--- src/rtl/redec_pkg.sv ---
package redec_pkg;

    // Timer value that marks a press or release interval as idle.
    localparam logic [13:0] IDLE_MARK      = 14'd10000;
    // Debounce counter stops counting here.
    localparam logic [2:0]  DEBOUNCE_LIMIT = 3'd5;
    // A press must last longer than this to count as a click.
    localparam logic [13:0] MIN_PRESS      = 14'd5;

    localparam int CFG_IDX_W  = 3;
    localparam int CFG_DATA_W = 15;

    typedef enum logic [1:0] {
        CMD_TICK    = 2'd0,
        CMD_SWITCH  = 2'd1,
        CMD_ENCODER = 2'd2
    } t_cmd;

    typedef enum logic [1:0] {
        EV_ROTATION = 2'd0,
        EV_SINGLE   = 2'd1,
        EV_DOUBLE   = 2'd2,
        EV_LONG     = 2'd3
    } t_event;

    typedef enum logic [CFG_IDX_W-1:0] {
        CFG_ACCEL_ENABLE        = 3'd0,
        CFG_ACCEL_MAX           = 3'd1,
        CFG_ACCEL_HOLD          = 3'd2,
        CFG_DOUBLE_CLICK_ENABLE = 3'd3,
        CFG_LONG_PRESS_TICKS    = 3'd4,
        CFG_DOUBLE_WINDOW_TICKS = 3'd5,
        CFG_DEBOUNCE_TICKS      = 3'd6
    } t_cfg_idx;

    typedef struct packed {
        logic        accel_enable;
        logic [14:0] accel_max;
        logic [7:0]  accel_hold;
        logic        double_click_enable;
        logic [13:0] long_press_ticks;
        logic [13:0] double_window_ticks;
        logic [2:0]  debounce_ticks;
    } t_cfg;

    typedef struct packed {
        t_event             kind;
        logic signed [15:0] value;
        logic               last;
    } t_beat;

    typedef struct packed {
        logic [1:0] count;
        t_beat      first;
        t_beat      second;
    } t_results;

endpackage

--- src/rtl/redec_in_if.sv ---
interface redec_in_if;
    logic       valid;
    logic       ready;
    logic [1:0] command;
    logic       sw_level;
    logic       enc_a;
    logic       enc_b;

    modport source (output valid, output command, output sw_level, output enc_a,
                    output enc_b, input ready);
    modport sink   (input valid, input command, input sw_level, input enc_a,
                    input enc_b, output ready);
endinterface

--- src/rtl/redec_out_if.sv ---
interface redec_out_if;
    logic               valid;
    logic               ready;
    logic [1:0]         event_kind;
    logic signed [15:0] rotation_value;
    logic               last;

    modport source (output valid, output event_kind, output rotation_value,
                    output last, input ready);
    modport sink   (input valid, input event_kind, input rotation_value,
                    input last, output ready);
endinterface

--- src/rtl/redec_core.sv ---
module redec_core (
    input  logic                i_clk,
    input  logic                i_rst_n,
    input  logic                i_fire,
    input  logic [1:0]          i_cmd,
    input  logic                i_sw,
    input  logic                i_a,
    input  logic                i_b,
    input  redec_pkg::t_cfg     i_cfg,
    output redec_pkg::t_results o_res
);

    logic [2:0]  r_deb,    n_deb;
    logic        r_stable, n_stable;
    logic [13:0] r_press,  n_press;
    logic [13:0] r_rel,    n_rel;
    logic [7:0]  r_hold,   n_hold;
    logic [14:0] r_accel,  n_accel;
    logic [1:0]  r_first,  n_first;
    logic        r_mid,    n_mid;
    logic [1:0]  r_third,  n_third;

    logic               long_hit, single_hit, double_hit, step_hit;
    logic signed [15:0] step_value;
    logic [15:0]        mag;
    logic [13:0]        click_at;
    logic [1:0]         lv;
    logic [1:0]         key_count;
    redec_pkg::t_event  k0, k1;

    always_comb begin
        n_deb      = r_deb;
        n_stable   = r_stable;
        n_press    = r_press;
        n_rel      = r_rel;
        n_hold     = r_hold;
        n_accel    = r_accel;
        n_first    = r_first;
        n_mid      = r_mid;
        n_third    = r_third;
        long_hit   = 1'b0;
        single_hit = 1'b0;
        double_hit = 1'b0;
        step_hit   = 1'b0;
        step_value = '0;
        click_at   = i_cfg.double_click_enable ? i_cfg.double_window_ticks : 14'd1;
        lv         = {i_b, i_a};
        mag        = {1'b0, r_accel} + 16'd1;

        unique case (redec_pkg::t_cmd'(i_cmd))
            redec_pkg::CMD_TICK: begin
                // sample the switch once debounce time has run out
                if (r_deb < redec_pkg::DEBOUNCE_LIMIT) begin
                    n_deb = r_deb + 3'd1;
                    if (n_deb == i_cfg.debounce_ticks) begin
                        n_stable = i_sw;
                    end
                end
                if (!n_stable && n_press < redec_pkg::IDLE_MARK) begin
                    n_press = n_press + 14'd1;
                    if (n_press == i_cfg.long_press_ticks) begin
                        long_hit = 1'b1;
                    end
                end
                if (n_rel < redec_pkg::IDLE_MARK) begin
                    n_rel = n_rel + 14'd1;
                    if (n_rel == click_at) begin
                        n_rel      = redec_pkg::IDLE_MARK;
                        single_hit = 1'b1;
                    end
                end
                if (n_stable) begin
                    if (n_press > redec_pkg::MIN_PRESS && n_press < i_cfg.long_press_ticks) begin
                        if (n_rel > i_cfg.double_window_ticks) begin
                            n_rel = '0;
                        end else if (n_rel < i_cfg.double_window_ticks) begin
                            n_rel      = redec_pkg::IDLE_MARK;
                            double_hit = 1'b1;
                        end
                    end
                    n_press = '0;
                end
                if (r_hold != 8'd0) begin
                    n_hold = r_hold - 8'd1;
                    if (mag < {1'b0, i_cfg.accel_max}) begin
                        n_accel = r_accel + 15'd1;
                    end
                end else begin
                    n_accel = '0;
                end
            end
            redec_pkg::CMD_SWITCH: begin
                n_deb = '0;
            end
            redec_pkg::CMD_ENCODER: begin
                if ((lv == 2'd1 || lv == 2'd2) && n_first == 2'd0 && n_mid && n_third == 2'd0) begin
                    n_first = lv;
                end
                if (lv == 2'd0 && n_first != 2'd0 && n_mid && n_third == 2'd0) begin
                    n_mid = 1'b0;
                end
                if ((lv == 2'd1 || lv == 2'd2) && n_first != 2'd0 && !n_mid && n_third == 2'd0) begin
                    n_third = lv;
                end
                if (n_first == 2'd1 && !n_mid && n_third == 2'd2) begin
                    step_hit   = 1'b1;
                    step_value = -$signed(mag);
                end
                if (n_first == 2'd2 && !n_mid && n_third == 2'd1) begin
                    step_hit   = 1'b1;
                    step_value = $signed(mag);
                end
                if (step_hit || lv == 2'd3) begin
                    n_first = '0;
                    n_third = '0;
                    n_mid   = 1'b1;
                end
                if (step_hit && i_cfg.accel_enable) begin
                    n_hold = i_cfg.accel_hold;
                end
            end
            default: begin
            end
        endcase
    end

    // pack a rotation step, or else key events in order: long press, single click, double click
    always_comb begin
        key_count = 2'({1'b0, long_hit} + {1'b0, single_hit} + {1'b0, double_hit});
        k0 = long_hit ? redec_pkg::EV_LONG
           : (single_hit ? redec_pkg::EV_SINGLE : redec_pkg::EV_DOUBLE);
        k1 = (long_hit && single_hit) ? redec_pkg::EV_SINGLE : redec_pkg::EV_DOUBLE;
        if (step_hit) begin
            o_res.count  = 2'd1;
            o_res.first  = '{kind: redec_pkg::EV_ROTATION, value: step_value, last: 1'b1};
        end else begin
            o_res.count  = key_count;
            o_res.first  = '{kind: k0, value: 16'sd0, last: (key_count == 2'd1)};
        end
        o_res.second = '{kind: k1, value: 16'sd0, last: 1'b1};
    end

    always_ff @(posedge i_clk) begin
        if (!i_rst_n) begin
            r_deb    <= '0;
            r_stable <= 1'b1;
            r_press  <= redec_pkg::IDLE_MARK;
            r_rel    <= redec_pkg::IDLE_MARK;
            r_hold   <= '0;
            r_accel  <= '0;
            r_first  <= '0;
            r_mid    <= 1'b1;
            r_third  <= '0;
        end else if (i_fire) begin
            r_deb    <= n_deb;
            r_stable <= n_stable;
            r_press  <= n_press;
            r_rel    <= n_rel;
            r_hold   <= n_hold;
            r_accel  <= n_accel;
            r_first  <= n_first;
            r_mid    <= n_mid;
            r_third  <= n_third;
        end
    end

    a_mid_needs_first: assert property (@(posedge i_clk) disable iff (!i_rst_n)
        !r_mid |-> r_first != 2'd0)
        else $error("decoder past first phase without a first level");

    a_third_needs_mid: assert property (@(posedge i_clk) disable iff (!i_rst_n)
        r_third != 2'd0 |-> !r_mid)
        else $error("decoder third phase set before middle phase");

endmodule

--- src/rtl/rotary_encoder_button_decoder_unit.sv ---
// Results: the result beats of an accepted item are written to the registered result queue.
// Throughput: one item per cycle while the result queue has room for two beats; items that
// give two results are bound by the one-beat-per-cycle output.
// Result queue: four beats of registers; the input stays open while two slots are free.
// Reset (synchronous, active low): config to defaults, switch released, timers idle, queue empty.
module rotary_encoder_button_decoder_unit (
    input  logic                                 i_clk,
    input  logic                                 i_rst_n,
    redec_in_if.sink                             i_in,
    redec_out_if.source                          o_out,
    input  logic                                 i_cfg_we,
    input  logic [redec_pkg::CFG_IDX_W-1:0]      i_cfg_idx,
    input  logic [redec_pkg::CFG_DATA_W-1:0]     i_cfg_data
);

    redec_pkg::t_cfg     r_cfg;
    redec_pkg::t_results res;

    // result queue
    redec_pkg::t_beat r_fifo [4];
    logic [1:0]       r_wr, r_rd;
    logic [2:0]       r_count, n_count;

    logic fire;
    logic pop;
    logic [2:0] push;

    // hold the input until two queue slots are free
    assign i_in.ready = (r_count < 3'd3);
    assign fire       = i_in.valid && i_in.ready;
    assign pop        = o_out.valid && o_out.ready;
    assign push       = fire ? {1'b0, res.count} : 3'd0;
    assign n_count    = r_count + push - {2'b00, pop};

    // configuration writes
    always_ff @(posedge i_clk) begin
        if (!i_rst_n) begin
            r_cfg.accel_enable        <= 1'b0;
            r_cfg.accel_max           <= '0;
            r_cfg.accel_hold          <= '0;
            r_cfg.double_click_enable <= 1'b1;
            r_cfg.long_press_ticks    <= 14'd400;
            r_cfg.double_window_ticks <= 14'd400;
            r_cfg.debounce_ticks      <= 3'd3;
        end else if (i_cfg_we) begin
            unique case (redec_pkg::t_cfg_idx'(i_cfg_idx))
                redec_pkg::CFG_ACCEL_ENABLE:        r_cfg.accel_enable        <= i_cfg_data[0];
                redec_pkg::CFG_ACCEL_MAX:           r_cfg.accel_max           <= i_cfg_data[14:0];
                redec_pkg::CFG_ACCEL_HOLD:          r_cfg.accel_hold          <= i_cfg_data[7:0];
                redec_pkg::CFG_DOUBLE_CLICK_ENABLE: r_cfg.double_click_enable <= i_cfg_data[0];
                redec_pkg::CFG_LONG_PRESS_TICKS:    r_cfg.long_press_ticks    <= i_cfg_data[13:0];
                redec_pkg::CFG_DOUBLE_WINDOW_TICKS: r_cfg.double_window_ticks <= i_cfg_data[13:0];
                redec_pkg::CFG_DEBOUNCE_TICKS:      r_cfg.debounce_ticks      <= i_cfg_data[2:0];
                default: begin
                end
            endcase
        end
    end

    // decode the beat against the current state; state advances on accept only
    redec_core u_core (
        .i_clk   (i_clk),
        .i_rst_n (i_rst_n),
        .i_fire  (fire),
        .i_cmd   (i_in.command),
        .i_sw    (i_in.sw_level),
        .i_a     (i_in.enc_a),
        .i_b     (i_in.enc_b),
        .i_cfg   (r_cfg),
        .o_res   (res)
    );

    // write up to two result beats per accepted item
    always_ff @(posedge i_clk) begin
        if (fire && res.count != 2'd0) begin
            r_fifo[r_wr] <= res.first;
        end
        if (fire && res.count == 2'd2) begin
            r_fifo[r_wr + 2'd1] <= res.second;
        end
    end

    // advance pointers and occupancy
    always_ff @(posedge i_clk) begin
        if (!i_rst_n) begin
            r_wr    <= '0;
            r_rd    <= '0;
            r_count <= '0;
        end else begin
            r_wr    <= r_wr + push[1:0];
            r_rd    <= r_rd + {1'b0, pop};
            r_count <= n_count;
        end
    end

    // present the head of the queue
    assign o_out.valid          = (r_count != 3'd0);
    assign o_out.event_kind     = r_fifo[r_rd].kind;
    assign o_out.rotation_value = r_fifo[r_rd].value;
    assign o_out.last           = r_fifo[r_rd].last;

    a_count_bound: assert property (@(posedge i_clk) disable iff (!i_rst_n)
        r_count <= 3'd4)
        else $error("result queue overflow");

    a_pair_push: assert property (@(posedge i_clk) disable iff (!i_rst_n)
        (fire && res.count == 2'd2 && !pop) |=> r_count == $past(r_count) + 3'd2)
        else $error("pair of result beats not both queued");

    a_partner_queued: assert property (@(posedge i_clk) disable iff (!i_rst_n)
        (o_out.valid && !o_out.last) |-> r_count >= 3'd2)
        else $error("non-final beat shown without its partner queued");

    a_key_value_zero: assert property (@(posedge i_clk) disable iff (!i_rst_n)
        (o_out.valid && o_out.event_kind != redec_pkg::EV_ROTATION)
            |-> o_out.rotation_value == 16'sd0)
        else $error("key event carries a nonzero step value");

endmodule
--- src/flat_wrapper.sv ---
// flat-port wrapper written by rule: the top's interface ports become plain ports
module rotary_encoder_button_decoder_unit_flat 
  (i_clk, i_rst_n, i_cfg_we, i_cfg_idx, i_cfg_data, i_in_valid, i_in_command, i_in_sw_level, i_in_enc_a, i_in_enc_b, i_in_ready, o_out_valid, o_out_event_kind, o_out_rotation_value, o_out_last, o_out_ready);
  redec_in_if i_in_i ();
  redec_out_if o_out_i ();
  input  logic i_clk;
  input  logic i_rst_n;
  input  logic i_cfg_we;
  input  logic [redec_pkg::CFG_IDX_W-1:0] i_cfg_idx;
  input  logic [redec_pkg::CFG_DATA_W-1:0] i_cfg_data;
  input wire logic [$bits(i_in_i.valid)-1:0] i_in_valid;
  input wire logic [$bits(i_in_i.command)-1:0] i_in_command;
  input wire logic [$bits(i_in_i.sw_level)-1:0] i_in_sw_level;
  input wire logic [$bits(i_in_i.enc_a)-1:0] i_in_enc_a;
  input wire logic [$bits(i_in_i.enc_b)-1:0] i_in_enc_b;
  output wire logic [$bits(i_in_i.ready)-1:0] i_in_ready;
  output wire logic [$bits(o_out_i.valid)-1:0] o_out_valid;
  output wire logic [$bits(o_out_i.event_kind)-1:0] o_out_event_kind;
  output wire logic [$bits(o_out_i.rotation_value)-1:0] o_out_rotation_value;
  output wire logic [$bits(o_out_i.last)-1:0] o_out_last;
  input wire logic [$bits(o_out_i.ready)-1:0] o_out_ready;
  assign i_in_i.valid = i_in_valid;
  assign i_in_i.command = i_in_command;
  assign i_in_i.sw_level = i_in_sw_level;
  assign i_in_i.enc_a = i_in_enc_a;
  assign i_in_i.enc_b = i_in_enc_b;
  assign i_in_ready = i_in_i.ready;
  assign o_out_valid = o_out_i.valid;
  assign o_out_event_kind = o_out_i.event_kind;
  assign o_out_rotation_value = o_out_i.rotation_value;
  assign o_out_last = o_out_i.last;
  assign o_out_i.ready = o_out_ready;
  rotary_encoder_button_decoder_unit u_core (.i_clk(i_clk), .i_rst_n(i_rst_n), .i_in(i_in_i), .o_out(o_out_i), .i_cfg_we(i_cfg_we), .i_cfg_idx(i_cfg_idx), .i_cfg_data(i_cfg_data));
endmodule
--- config.mk ---
export PLATFORM = sky130hd
export DESIGN_NAME = rotary_encoder_button_decoder_unit_flat
export DESIGN_NICKNAME = d
export VERILOG_FILES = /design/src/rtl/redec_pkg.sv /design/src/rtl/redec_in_if.sv /design/src/rtl/redec_out_if.sv /design/src/rtl/redec_core.sv /design/src/rtl/rotary_encoder_button_decoder_unit.sv /design/src/flat_wrapper.sv
export SDC_FILE = /design/constraint.sdc
export NUM_CORES = 1
export LEC_CHECK = 0
export BUFFER_PORTS_ARGS = -buffer_cell sky130_fd_sc_hd__buf_2
export CORE_MARGIN = 2
export CORE_UTILIZATION = 45
export CTS_CLUSTER_DIAMETER = 150
export DETAILED_ROUTE_END_ITERATION = 10
export SLEW_MARGIN = 20
export SYNTH_ARGS = -nofsm -noshare
export SYNTH_HDL_FRONTEND = slang
export SYNTH_SLANG_ARGS = --single-unit
export TNS_END_PERCENT = 5
--- constraint.sdc ---
create_clock -name i_clk -period 6.3 [get_ports i_clk]
set_clock_uncertainty 0.1 [all_clocks]
set_input_delay 0.945 -clock i_clk [delete_from_list [all_inputs] [get_ports i_clk]]
set_output_delay 0.945 -clock i_clk [all_outputs]
set_load 0.05 [all_outputs]
==> impl_metrics.env, run 1 <==
export IMPL_htreeDepth=4
export IMPL_ctsResizeCount=0
export IMPL_final_net_count=1594
export IMPL_drc_errors=0
export IMPL_seq_area_sq_um=4068
export IMPL_ys_flop_type="dfxtp_1"
export IMPL_synth_fa_ha_area_share_pct=5.874
export IMPL_wl_per_cell_microns=17.71
export IMPL_final_cell_mix="308 x nand2_1, 188 x dfxtp_1, 89 x nor2_1"
export IMPL_p_int_mw=2.047
export IMPL_power_density_nw_per_um2=225.3
export IMPL_dieArea_sq_um=28410
export IMPL_grt_pass1_vias=9903
export IMPL_crit_path_max_fanout=9
export IMPL_synth_simple_area_share_pct=24.89
export IMPL_antenna_found_initial=1
export IMPL_drt_iter0_markers=748
export IMPL_stdcell_count=1865
export IMPL_seqPwrFrac_pct=44.1
export IMPL_hold_buffers=0
export IMPL_antenna_left=0
export IMPL_grt_pass1_wl_mm=53.36
export IMPL_rsz0062_at_grt="false"
export IMPL_ys_seq_area_share_pct=33.36
export IMPL_pwr_share_clk_pct=39.9
export IMPL_gp_routability_congestion=0.9023
export IMPL_p_sw_share_pct=32.37
export IMPL_worst_setup_path_type="register to register"
export IMPL_p_leak_nw=5.147
export IMPL_hold_class="register to register"
export IMPL_yosys_warnings=0
export IMPL_relSlewSlack_pct=26.96
export IMPL_yosysUniqueCellTypes=86
export IMPL_dp_final_hpwl_mm=24.19
export IMPL_dp_cells=1832
export IMPL_arrival_ns=6.12
export IMPL_clk_pin_slew_ns=0.09
export IMPL_syn_num_nets=1582
export IMPL_crit_buf_inv=1
export IMPL_cts_setup_buffers=0
export IMPL_final_common_cell="nand2_1"
export IMPL_tightest_slew_ns=1.090
export IMPL_status="completed"
export IMPL_netlist_top_cells_area="dfxtp_1 31%, nand2_1 9.5%, ha_1 5.5%, xnor2_1 4.0%, a21boi_0 3.6%"
export IMPL_crit_path_frequent_cell="nor2_1"
export IMPL_crit_chain="nand2_2, nor4_2, xnor2_1, nor4_1, nand4_1, or2_1, a31oi_1, nor2_1, ha_1, nand3_1, or2_2, o221ai_2, nand3b_1, nor2_1, fa_1, nor2_1, nor2_1, ha_1, inv_1, fa_1, xor2_1, xnor2_1, and2_1"
export IMPL_synth_xor_area_share_pct=6.439
export IMPL_wirelength_mm=33.03
export IMPL_utilization_pct=50.14
export IMPL_clock_latency_ns=0.45
export IMPL_synth_edf_count=8
export IMPL_vdd_drop_max_mv=0.1811
export IMPL_endpoint_kind="register"
export IMPL_drt_pass1_iter_count=5
export IMPL_setup_viol=0
export IMPL_period_needed_ns=5.873
export IMPL_grt_usage_pct=23.34
export IMPL_muxShareOfSynthArea_pct=4.355
export IMPL_cp_required_ns=6.55
export IMPL_async_flop_share_pct=0
export IMPL_ys_seq_elements=199
export IMPL_max_freq_ghz=0.1703
export IMPL_fin_crit_sh_pct=93.22
export IMPL_boundaryPins=49
export IMPL_synth_top_area_cell="dfxtp_1"
export IMPL_cp_top_family="simple AND/OR/NAND/NOR gates"
export IMPL_avgSynthCellArea_sq_um=8.133
export IMPL_core_sq_um=26800
export IMPL_drive_gt1_share_pct=11.42
export IMPL_multi_input_area_sq_um=7556
export IMPL_vias_per_cell=5.749
export IMPL_grt_max_degree=69
export IMPL_start_util_pct=45.46
export IMPL_setup_tns_ns=0
export IMPL_gr_total_overflow=0
export IMPL_clk_path_buf_depth=2
export IMPL_p_comb_share_pct=15.9
export IMPL_fp_dieW_microns=168.5
export IMPL_crit_path_start_kind="register"
export IMPL_cts_made_buffers=17
export IMPL_yosys_area_top_type_share_pct=31.39
export IMPL_synth_compound_area_share_pct=19.95
export IMPL_rows=60
export IMPL_syn_cell_area_sq_um=12180
export IMPL_p_switching_uw=979.9
export IMPL_synth_top_family_by_area="simple AND/OR/NAND/NOR gates"
export IMPL_cts_root_buffer="clkbuf_16"
export IMPL_slowest_delay_ns=0.59
export IMPL_clock_sinks=199
export IMPL_cts_tree="done"
export IMPL_area_growth_pct=10.30
export IMPL_hold_viol=0
export IMPL_fill_cells=2580
export IMPL_portBuffers=48
export IMPL_num_vias=10720
export IMPL_maxCapViolations=0
export IMPL_syn_inst=1498
export IMPL_dieHeight_microns=168.5
export IMPL_slew_violations=0
export IMPL_cpMaxStageDelayCell="fa_1"
export IMPL_timing_hold_ws_ns=0.3579
==> cell families after synthesis <==
| kind of cell | Yosys count |
|---|---|
| simple gates | 632 |
| flops | 199 |
| buf+inv | 152 |
| compound gates | 347 |
| xor+xnor | 83 |
| mux | 29 |
| fa+ha+maj | 56 |
==> cell usage after synthesis, types with 9 or more instances <==
library cell and number:
and3_1 21, nor4_1 9, nand2b_1 13, buf_2 30
and2_1 20, o211ai_1 13, nor2b_1 15, a31oi_1 10
o31ai_1 10, nor3_1 23, nor2_1 91, a21oi_1 86
o21ai_0 44, xnor2_1 56, nand2_1 309, inv_1 65
clkbuf_1 48, a22o_1 29, dfxtp_1 191, a21o_1 19
or3_1 12, ha_1 54, nand3_1 44, xor2_1 23
nand4_1 16, mux4_2 19, a21boi_0 58
==> power by group through the flow <==
stage / Clock [mW] / Combinational (mW) / Sequential, mW
after floorplan: 0 / 0.377 / 1.34
after global placement: 0 / 0.478 / 1.36
after detailed placement: 0 / 0.481 / 1.36
after CTS: 1.23 / 0.483 / 1.34
after global routing: 1.28 / 0.531 / 1.34
final: 1.21 / 0.482 / 1.34
==> state kept, by name, indices dropped and copies added (netlist names) <==
| signal | cells |
|---|---|
| u_core.u_core.r_first | 2 |
| u_core.r_fifo | 76 |
| u_core.u_core.r_press | 14 |
| u_core.u_core.r_hold | 8 |
| u_core.u_core.r_mid | 1 |
| u_core.u_core.r_third | 2 |
| u_core.r_wr | 2 |
| u_core.u_core.r_rel | 14 |
| u_core.u_core.r_accel | 15 |
| u_core.u_core.r_deb | 3 |
| u_core.r_rd | 2 |
| u_core.u_core.r_stable | 1 |
| u_core.r_cfg | 56 |
| u_core.r_count | 3 |
==> metrics by stage <==
stage	area (sq um)	setup WS [ns]	total power [mW]
2_1_floorplan	12180	0.8076	1.714
3_3_place_gp	12710	0.4227	1.842
3_5_place_dp	12710	0.1834	1.846
4_1_cts	13380	0.1786	3.051
5_1_grt	13440	0.02765	3.156
6_report	13440	0.4274	3.027
==> final timing paths <==
path / slack [ns] / to / start / depth (start not counted)
setup / recovery: 0.43 / u_core.r_count[2]$_SDFF_PN0_ / u_core.u_core.r_rel[5]$_SDFFE_PN0P_ / 23
hold / removal: 0.36 / u_core.r_fifo[2][2]$_SDFFE_PP0P_ / u_core.r_fifo[2][2]$_SDFFE_PP0P_ / 2
setup reg to reg: 0.43 / u_core.r_count[2]$_SDFF_PN0_ / u_core.u_core.r_rel[5]$_SDFFE_PN0P_ / 23
hold reg to reg: 0.36 / u_core.r_fifo[2][2]$_SDFFE_PP0P_ / u_core.r_fifo[2][2]$_SDFFE_PP0P_ / 2
==> worst min-delay path, stage by stage (launching register included) <==
cell	delay [ns]
dfxtp_1	0.32
nand2_1	0.05
a21oi_1	0.05
==> cell type report <==
type	count	area share (%)
multi-input cells	1147	56.23
flip-flops and latches	199	30.27
repair buffers	79	3.520
well taps	341	3.175
clock buffers	17	3.166
inverters	66	1.844
clock inverters	15	1.778
diodes	1	0.01862
==> per-layer routing <==
layer	GRT usage, %	part of all wire, %
met1	33.04	48
met2	37.88	46
met3	3.437	5.1
met4	5.060	1.3
met5	0	0
Note: power is estimated with default switching activity, not from simulation.
==> run 2, diff against run 1 <==
Settings changed: PLACE_DENSITY set to 0.72.
==> run 2 against run 1 <==
  * Clock-buffer cell count unchanged
  * Highest routed layer is now met5
  * Register-to-register slack about the same
  * Global-route usage is 0.61 points lower
  * Sequential power hardly changed
  * Maximum frequency hardly changed
  * Worst hold slack got worse by 0.0041 ns
  * Sequential cell count is the same
  * Sequential share of layout area up 0.24 points
  * Power is 3.5% lower
  * Wire length is 2.5% lower
  * First-iteration DRC count rose by 9.4%
  * Non-clock buffer count is 2 lower
==> impl_metrics.env, run 2 (synthesis gave the netlist of run 1 again) <==
export IMPL_status="completed"
export IMPL_antenna_found_initial=1
export IMPL_p_total_mw=2.920
export IMPL_wl_per_cell_microns=17.30
export IMPL_crit_path_max_fanout=6
export IMPL_fin_crit_sh_pct=93.24
export IMPL_fill_cells=2554
export IMPL_dp_cells=1830
export IMPL_cts_tree="done"
export IMPL_antenna_left=0
export IMPL_num_vias=10840
export IMPL_largest_register_ffs=76
export IMPL_seq_area_sq_um=4065
export IMPL_tightest_slew_ns=1.075
export IMPL_drt_iter0_markers=818
export IMPL_reg2reg_slack_ns=0.43
export IMPL_rows=60
export IMPL_core_sq_um=26800
export IMPL_grt_pass1_vias=10220
export IMPL_vias_per_cell=5.819
export IMPL_maxCapViolations=0
export IMPL_wirelength_mm=32.21
export IMPL_drive_gt1_share_pct=10.85
export IMPL_endpoint_kind="register"
export IMPL_clock_latency_ns=0.44
export IMPL_dr_wl_met3_mm=2.149
export IMPL_final_cell_mix="309 x nand2_1, 190 x dfxtp_1, 90 x nor2_1"
export IMPL_dieArea_sq_um=28410
export IMPL_num_antenna_cells=0
export IMPL_slew_violations=0
export IMPL_p_leak_nw=5.089
export IMPL_power_density_nw_per_um2=219.1
export IMPL_drc_errors=0
export IMPL_fp_dieW_microns=168.5
export IMPL_drt_pass1_iter_count=5
export IMPL_wl_met2_mm=14.79
export IMPL_max_freq_ghz=0.1702
export IMPL_vdd_drop_max_mv=0.1773
export IMPL_dp_final_hpwl_mm=23.72
export IMPL_multi_input_area_sq_um=7530
export IMPL_met1_length_mm=14.49
export IMPL_grt_pass1_wl_mm=52.59
export IMPL_setup_viol=0
export IMPL_gr_total_overflow=0
export IMPL_clk_pin_slew_ns=0.07
export IMPL_clock_sinks=199
export IMPL_grt_usage_pct=22.73
export IMPL_worst_setup_path_type="register to register"
export IMPL_portBuffers=48
export IMPL_top_layer="met5"
export IMPL_relSlewSlack_pct=28.23
export IMPL_top_regs="u_core.r_fifo: 76 flops, u_core.r_cfg: 56 flops, u_core.u_core.r_accel: 15 flops"
export IMPL_stdcell_count=1862
export IMPL_htreeDepth=4
export IMPL_dieHeight_microns=168.5
export IMPL_arrival_ns=6.11
export IMPL_hold_viol=0
export IMPL_crit_path_start_kind="register"
export IMPL_setup_tns_ns=0
export IMPL_cts_root_buffer="clkbuf_16"
export IMPL_start_util_pct=45.46
export IMPL_gp_routability_congestion=0.9612
export IMPL_period_needed_ns=5.874
export IMPL_final_common_cell="nand2_1"
export IMPL_area_growth_pct=9.377
export IMPL_cp_required_ns=6.53
export IMPL_rsz0062_at_grt="false"
export IMPL_clk_path_buf_depth=2
export IMPL_cts_made_buffers=17
export IMPL_grt_max_degree=51
export IMPL_boundaryPins=49
export IMPL_hold_class="register to register"
export IMPL_regMostFlops="u_core.r_fifo"
export IMPL_final_net_count=1592
run 2: cell types whose count changed in the layout (fill, tap and decap cells not counted), sizes merged:
cell / change
clkinvlp: +1
diode: -1
clkinv: -1
buf: -2
run 2: timing repair:
| action | 4_1_cts | 5_1_grt |
|---|---|---|
| setup endpoints to repair | 0 | 60 |
| gates resized for setup | 0 | 4 |
| buffers inserted | 0 | 0 |
| hold buffers | 0 | 0 |
run 2: power by group:
part           internal, mW  switching (mW)  leakage [nW]
combinational         0.182           0.300          3.19
clock                 0.537           0.565         0.288
sequential             1.29          0.0416          1.61
run 2: final timing paths:
| check | depth (start not counted) | startpoint | to |
|---|---|---|---|
| min reg2reg | 2 | u_core.r_fifo[1][16]$_SDFFE_PP0P_ | u_core.r_fifo[1][16]$_SDFFE_PP0P_ |
| max | 25 | u_core.u_core.r_rel[1]$_SDFFE_PN0P_ | u_core.r_count[2]$_SDFF_PN0_ |
| min | 2 | u_core.r_fifo[1][16]$_SDFFE_PP0P_ | u_core.r_fifo[1][16]$_SDFFE_PP0P_ |
| max reg2reg | 25 | u_core.u_core.r_rel[1]$_SDFFE_PN0P_ | u_core.r_count[2]$_SDFF_PN0_ |
run 2: final cells by class:
| cell class | count | share of cell area [%] |
|---|---|---|
| flip-flops and latches | 199 | 30.51 |
| inverters | 66 | 1.859 |
| clock inverters | 15 | 1.296 |
| multi-input cells | 1147 | 56.51 |
| well taps | 341 | 3.202 |
| clock buffers | 17 | 3.192 |
| repair buffers | 77 | 3.437 |
run 2: per-stage QoR:
step | hold slack (ns) | area, sq um | worst slack [ns] | util, %
global placement | 0.3339 | 12700 | 0.5319 | 47.37
detailed placement | 0.3421 | 12700 | 0.3909 | 47.37
finish | 0.3537 | 13330 | 0.4260 | 49.72
CTS | 0.3568 | 13290 | 0.3656 | 49.60
global route | 0.3772 | 13330 | 0.05617 | 49.72
floorplan | 0.3196 | 12180 | 0.8076 | -
run 2: per-layer routing:
| layer | vias to the layer above | global-route usage, % |
|---|---|---|
| li1 | 5304 | - |
| met1 | 5105 | 30.77 |
| met5 | - | 0 |
| met2 | 376 | 36.48 |
| met4 | 2 | 8.133 |
| met3 | 48 | 4.092 |
run 2: critical path: stages, from the launching register on:
cell and delay [ns]:
dfxtp_1 0.44, ha_1 0.27, nand3_1 0.15, buf_4 0.20, nor4_4 0.23, xnor2_1 0.10, nor4_1 0.34, nand4_1 0.19
or2_1 0.32, a31oi_1 0.25, nor2_1 0.09, ha_1 0.30, nand3_1 0.10, or2_2 0.33, o221ai_1 0.26, nand3b_1 0.22
nor2_1 0.09, fa_1 0.60, nor2_1 0.07, nor2_1 0.13, ha_1 0.16, inv_1 0.05, fa_1 0.37, xor2_1 0.16
xnor2_1 0.11, and2_1 0.15
